[src/design/krq_pkg.sv]
// Package: widths, command and status codes, and the front-to-back queue beat type.
`timescale 1ns / 1ps
package krq_pkg;
  localparam int Depth = 16;
  localparam int PayloadBits = 16;
  localparam int CntBits = $clog2(Depth + 1);
  localparam int IdxBits = $clog2(Depth);
  localparam logic [7:0] EmptyMark = 8'd126;

  localparam logic [2:0] CMD_ADD_ID = 3'd0;
  localparam logic [2:0] CMD_ADD_AUTO = 3'd1;
  localparam logic [2:0] CMD_REMOVE = 3'd2;
  localparam logic [2:0] CMD_ROTATE = 3'd3;
  localparam logic [2:0] CMD_LOOKUP = 3'd4;
  localparam logic [2:0] CMD_CLEAR = 3'd5;

  localparam logic [1:0] ST_OK = 2'd0;
  localparam logic [1:0] ST_DUP = 2'd1;
  localparam logic [1:0] ST_MISS = 2'd2;
  localparam logic [1:0] ST_FULL = 2'd3;

  typedef struct packed {
    logic [2:0] command;
    logic [7:0] key_id;
    logic [PayloadBits-1:0] payload;
  } cmd_t;
endpackage

[src/design/krq_front.sv]
// Front part: two-entry command queue between the input port and the engine.
`timescale 1ns / 1ps
module krq_front (
  input  logic clk,
  input  logic rst,
  input  logic in_valid,
  output logic in_ready,
  input  krq_pkg::cmd_t in_cmd,
  output logic cmd_valid,
  input  logic cmd_ready,
  output krq_pkg::cmd_t cmd
);
  krq_pkg::cmd_t slot [2];
  logic rd_ptr;
  logic wr_ptr;
  logic [1:0] fill;
  logic push;
  logic pop;

  assign in_ready = (fill != 2'd2);
  assign cmd_valid = (fill != 2'd0);
  assign cmd = slot[rd_ptr];
  assign push = in_valid && in_ready;
  assign pop = cmd_valid && cmd_ready;

  always_ff @(posedge clk) begin
    if (push) begin
      slot[wr_ptr] <= in_cmd;
    end
    if (rst) begin
      rd_ptr <= 1'b0;
      wr_ptr <= 1'b0;
      fill <= 2'd0;
    end else begin
      if (push) wr_ptr <= ~wr_ptr;
      if (pop) rd_ptr <= ~rd_ptr;
      fill <= fill + {1'b0, push} - {1'b0, pop};
    end
  end
endmodule

[config.mk]
export PLATFORM = sky130hd
export DESIGN_NAME = krq_front
export DESIGN_NICKNAME = d
export VERILOG_FILES = /design/src/design/krq_pkg.sv /design/src/design/krq_front.sv
export SDC_FILE = /design/constraint.sdc
export NUM_CORES = 1
export LEC_CHECK = 0
export ABC_AREA = 1
export BUFFER_PORTS_ARGS = -buffer_cell sky130_fd_sc_hd__buf_2
export CAP_MARGIN = 15
export CELL_PAD_IN_SITES_DETAIL_PLACEMENT = 1
export CELL_PAD_IN_SITES_GLOBAL_PLACEMENT = 1
export CORE_MARGIN = 5
export CORE_UTILIZATION = 46
export CTS_CLUSTER_DIAMETER = 200
export DETAILED_ROUTE_END_ITERATION = 10
export HOLD_SLACK_MARGIN = 0.06
export PLACE_DENSITY = 0.91
export SYNTH_ARGS = -nofsm -noshare
export SYNTH_HDL_FRONTEND = slang
export SYNTH_SLANG_ARGS = --single-unit
[constraint.sdc]
create_clock -name clk -period 3.6 [get_ports clk]
set_input_delay 0.36 -clock clk [delete_from_list [all_inputs] [get_ports clk]]
set_output_delay 0.36 -clock clk [all_outputs]
set_load 0.02 [all_outputs]
==> results of run 1 <==
synth_stat cells:
library cell	count	share of area, %
mux2_4	20	13
nand3_1	3	0.65
buf_12	2	1.7
buf_6	1	0.49
a21oi_1	2	0.44
mux2_2	7	3.4
nand2_1	8	1.3
nor2_1	9	1.5
dfxtp_1	5	4.4
inv_1	8	1.3
ha_1	2	1.1
edfxtp_1	54	71
stage by stage:
stage                     cells  hold WS (ns)  worst slack (ns)
after floorplan             121         0.431              1.33
after global placement      245         0.490              1.79
after detailed placement    245         0.509              1.72
after CTS                   261         0.190              1.40
after global routing        262         0.177              1.34
final                       262         0.201              1.45
power breakdown:
group	switching, mW	leakage (nW)	internal, mW	total, mW
clock network	0.233	0.0773	0.239	0.472
logic	0.310	0.520	0.256	0.566
registers	0.0814	0.546	0.871	0.953
total	0.624	1.14	1.37	1.99
critical path, cell delays in order (launching register included):
cell	delay (ns)
dfxtp_2	0.89
mux2_2	0.41
buf_2	0.16
layer usage:
| metal | vias up | GRT usage [%] | routed length, um |
|---|---|---|---|
| li1 | 586 | - | - |
| met2 | 44 | 24.4 | 2210 |
| met3 | 7 | 6.05 | 317 |
| met1 | 584 | 17.1 | 1850 |
| met5 | - | 0 | 0 |
| met4 | 0 | 7.09 | 77 |
sequential cells by signal, indices dropped and copies added (netlist names), named ones only:
name	count
wr_ptr	1
fill	2
rd_ptr	1
slot	54
logic make-up after synthesis:
group,after synthesis,synth area share (%)
AOI/OAI and AO/OA,2,0.436
adders and majority gates,2,1.09
buffers and inverters,11,3.54
DFF,59,75.0
muxes,27,16.5
and+or+nand+nor,20,3.43
area by class of cell:
cell class / instances / share of cell area [%]
clock buffer: 11 / 4.67
clock inverter: 5 / 0.711
inverter: 8 / 1.07
multi-input combinational: 51 / 17.6
sequential: 59 / 61.2
tap: 67 / 2.98
timing repair buffer: 61 / 11.7
path summary, 6_finish.rpt:
check | to | start | slack (ns)
min reg2reg | rd_ptr$_SDFFE_PP0P_ | rd_ptr$_SDFFE_PP0P_ | 0.53
max reg2reg | fill[1]$_SDFF_PP0_ | fill[0]$_SDFF_PP0_ | 1.99
max | cmd[1] | register | 1.45
min | fill[0]$_SDFF_PP0_ | rst | 0.20
cell usage in the layout (no fill, tap or decap), types with 3 or more instances in the layout:
master	n
edfxtp_1	54
mux2_4	20
nand3_1	3
inv_1	8
buf_2	59
clkinv_1	4
nand2_1	8
clkbuf_8	9
nor2_1	8
mux2_2	7
dfxtp_1	4
==> reports/results.ini, run 1 <==
[outcome]
status = finished, final reports clean

[logic_synthesis]
yosysWarnings = 0
syn_inst = 121
synth.yosys.seq_area_share_pct = 75.0
synthesis.area_mm2 = 0.00230
ys_seq_elements = 59
syn_nets = 154
ys_types = 12
syn_avg_cell_area_um2 = 19.0

[setup_path]
r2r_cells = 10
critPathKind = reg2out
crit_fanout = 27
crit_required_ns = 3.24
critPathLaunchType = register
end_kind = output port
worstPathArrival_ns = 1.79

[pwr]
fin_total_pwr_mw = 1.99
p_per_area_mw_per_mm2 = 707
max-vdd-ir-drop_mv = 0.393
p_leak_nw = 1.14

[sta]
rsz0062_at_grt = no
max_freq_mhz = 464
worstMarginPinSlew_ns = 0.855
fin_tns_setup_ns = 0
setup-violations-final = 0
finClkSkew_ns = 0.0108
min_period_ns = 2.15
slew_headroom_pct = 43.0
final_hold_viol_count = 0
slew_violations = 0
period_share_pct = 59.8

[floorplanning]
core_mm2 = 0.00479
die_x_um = 80.7
die-area_mm2 = 0.00650
die_y_um = 80.7
rows = 25
start_util_pct = 48.0
design.portCount = 60

[cells_and_area]
nFillCells = 484
multi_input_area_um2 = 495
fin_util_pct = 58.8
seqCellArea_mm2 = 0.00172
fin_area_mm2 = 0.00281
n_antenna_cell = 0
fin_nets = 223
areaGrowthSynthToFinish_pct = 22.6
drive_above_1_share_pct = 51.3

[routing]
vias = 1221
first_pass_iters = 4
drc = 0
initialDrtViolationCount = 57
ant_nets = 0
viasPerCell = 4.66
drt-total-wl_mm = 4.46
wl_per_cell_um = 17.0

[place]
io_buffers = 59
dp_hpwl_mm = 3.04
gp_congestion = 0.730
place_area_mm2 = 0.00264

[cts]
htree_levels = 3
clk_pin_slew_ns = 0.06
cts_resized = 0
clock_sinks = 59
clockRootBuffer = clkbuf_8
clk_latency_ns = 0.32
postCtsSetupRepairBufs = 0
clockBufferDepth = 2
cts_tree = done
hold_buffers = 0
cts_buffers = 9

[grt]
grt_pass1_vias = 1357
antenna_found_initial = 0
track_usage_pct = 15.0
grt.overflow.total = 0
grt_pass1_wl_mm = 6.90
grt_max_degree = 28

[hold_path]
holdPathStages = 2
hold_path_class = in2reg

[flow_run]
maxCapViolations = 0

Power figures use the tool's default switching activity.
==> inputs of run 2 (changes only) <==
--- a/config.mk
+++ b/config.mk
@@ -11,11 +11,11 @@
 export CELL_PAD_IN_SITES_DETAIL_PLACEMENT = 1
 export CELL_PAD_IN_SITES_GLOBAL_PLACEMENT = 1
 export CORE_MARGIN = 5
-export CORE_UTILIZATION = 46
+export CORE_UTILIZATION = 39
 export CTS_CLUSTER_DIAMETER = 200
 export DETAILED_ROUTE_END_ITERATION = 10
 export HOLD_SLACK_MARGIN = 0.06
-export PLACE_DENSITY = 0.91
+export PLACE_DENSITY = 0.83
 export SYNTH_ARGS = -nofsm -noshare
 export SYNTH_HDL_FRONTEND = slang
 export SYNTH_SLANG_ARGS = --single-unit
==> constraint.sdc (replaced) <==
create_clock -name clk -period 1.9 [get_ports clk]
set_input_delay 0.19 -clock clk [delete_from_list [all_inputs] [get_ports clk]]
set_output_delay 0.19 -clock clk [all_outputs]
set_load 0.02 [all_outputs]
==> run 2 against run 1 <==
  * Sequential share of layout area fell by 7.0 points
  * Critical path depth is 1 higher
  * Non-clock buffer count is 31 higher
  * Via count grew 8.8%
  * Critical path type unchanged
  * Combinational power rose by 110%
  * Sequential power is 80% higher
  * Sequential cell count unchanged
  * Clock-buffer cell count fell by 1
==> reports/results.ini, run 2 (synthesis results as in run 1) <==
[floorplanning]
die_y_um = 86.7  ; +7.5%
core_mm2 = 0.00582  ; +22%
rows = 28  ; +12%
die-area_mm2 = 0.00752  ; +16%
die_x_um = 86.7  ; +7.5%
start_util_pct = 39.5  ; -8.5 points
design.portCount = 60  ; unchanged

[sta]
fin_tns_setup_ns = 0  ; unchanged
slew_violations = 0  ; unchanged
min_period_ns = 1.64
final_hold_viol_count = 0  ; unchanged
rsz0062_at_grt = no
setup-violations-final = 0  ; unchanged
worstMarginPinSlew_ns = 0.255  ; -0.600 ns
finClkSkew_ns = 0.0101  ; -0.000752 ns
slew_headroom_pct = 83.0  ; +40 points
period_share_pct = 86.3
max_freq_mhz = 610
whs_ns = 0.158  ; -0.0427 ns

[routing]
initialDrtViolationCount = 55  ; -3.5%
viasPerCell = 4.42  ; -5.3%
first_pass_iters = 4  ; unchanged
ant_nets = 0  ; unchanged
drt-total-wl_mm = 4.38  ; -1.8%
wl_per_cell_um = 14.5  ; -14%
vias = 1329  ; +8.8%
drc = 0  ; unchanged

[cts]
cts_resized = 0  ; unchanged
clock_sinks = 59  ; unchanged
clockBufferDepth = 2  ; unchanged
cts_buffers = 9  ; unchanged
clk_pin_slew_ns = 0.06  ; about the same
clockRootBuffer = clkbuf_8
htree_levels = 3  ; unchanged
clk_latency_ns = 0.32  ; about the same
cts_tree = done

[flow_run]
maxCapViolations = 0  ; unchanged

[hold_path]
holdPathStages = 3  ; +1
worstHoldEndpoint = wr_ptr$_SDFFE_PP0N_
hold_path.startpoint = in_valid
hold_path_class = in2reg

[cells_and_area]
nFillCells = 573  ; +18%
top_register = slot
final_common_cell = buf_2
largestRegisters = slot: 54 flops, fill: 2 flops
drive_above_1_share_pct = 46.9  ; -4.4 points
areaGrowthSynthToFinish_pct = 38.3
layout_common_cells = buf_2, edfxtp_1, dlygate4sd3_1
n_antenna_cell = 0  ; unchanged
fin_nets = 254  ; +14%
largest_register_ffs = 54  ; unchanged

[grt]
grt_pass1_vias = 1485  ; +9.4%
grt_pass1_wl_mm = 6.92  ; +0.29%
grt.overflow.total = 0  ; unchanged
track_usage_pct = 12.6  ; -2.4 points
antenna_found_initial = 0  ; unchanged
grt_max_degree = 25  ; -11%

[setup_path]
crit_fanout = 24  ; -11%
end_kind = output port
critPathLaunchType = register
critPathKind = reg2out
r2r_cells = 10  ; unchanged
crit_required_ns = 1.71  ; -1.53 ns
r2r-start = fill[0]$_SDFF_PP0_
r2r_slack_ns = 0.33  ; -1.66 ns
worstPathArrival_ns = 1.45  ; -0.34 ns
r2r_end = fill[1]$_SDFF_PP0_

[place]
gp_congestion = 0.663  ; -9.1%
io_buffers = 59  ; unchanged
dp_hpwl_mm = 2.85  ; -6.0%

[pwr]
max-vdd-ir-drop_mv = 0.782  ; +99%
p_per_area_mw_per_mm2 = 1290  ; +82%
p_leak_nw = 1.30  ; +13%

[outcome]
status = finished, final reports clean

[run 2: cell types whose count changed in the layout (fill, tap and decap cells not counted), sizes merged]
cell / change
dlygate4sd3: +28
bufinv: +2
clkinv: -2
buf: +3
clkinvlp: +1
clkbuf: -1
[run 2: routing by layer]
metal	track usage (%)	wire length, um	vias to the layer above
met4	5.10	63	0
li1	-	-	644
met1	12.6	1670	646
met2	23.4	2410	34
met3	4.37	237	5
met5	0	0	-
[run 2: worst max path at each step]
stage	depth (start not counted)	to	from	slack (ns)
finish	3	cmd[5]	register	0.26
global route	3	cmd[0]	register	0.18
CTS	3	cmd[1]	register	0.22
detailed placement	10	fill[1]$_SDFF_PP0_	fill[0]$_SDFF_PP0_	0.34
global placement	10	fill[1]$_SDFF_PP0_	fill[0]$_SDFF_PP0_	0.45
floorplan	4	slot[0][0]$_DFFE_PP_	fill[0]$_SDFF_PP0_	0.07
[run 2: worst max-delay path: stages (launching register included)]
cell and delay, ns:
dfxtp_2 0.39, buf_12 0.22, mux2_2 0.35, buf_2 0.16
[run 2: report_power, final]
group | internal (mW) | switching, mW | total (mW)
sequential | 1.65 | 0.0711 | 1.72
combinational | 0.540 | 0.664 | 1.20
clock | 0.727 | 0.448 | 1.17
total | 2.92 | 1.18 | 4.10
[run 2: layout make-up]
cell class / count / area [um2] / area share (%)
clock buffers: 10 / 128 / 4.02
clock inverters: 6 / 80.1 / 2.52
inverters: 8 / 30.0 / 0.946
multi-input cells: 51 / 495 / 15.6
flip-flops and latches: 59 / 1720 / 54.3
well taps: 75 / 93.8 / 2.96
repair buffers: 92 / 626 / 19.7
[run 2: repair_timing]
action,CTS,global route
hold buffers,27,1
setup buffers,0,0
endpoints found under the hold margin,52,1
[run 2: through the flow]
stage / setup WS (ns) / cells / power [mW] / instance area [um2] / utilization [%]
floorplan: 0.0659 / 121 / 2.61 / 2300 / -
global placement: 0.448 / 257 / 2.89 / 2690 / 46.2
detailed placement: 0.337 / 257 / 2.93 / 2690 / 46.2
CTS: 0.218 / 300 / 4.17 / 3170 / 54.4
global route: 0.177 / 301 / 4.33 / 3180 / 54.6
finish: 0.260 / 301 / 4.10 / 3180 / 54.6
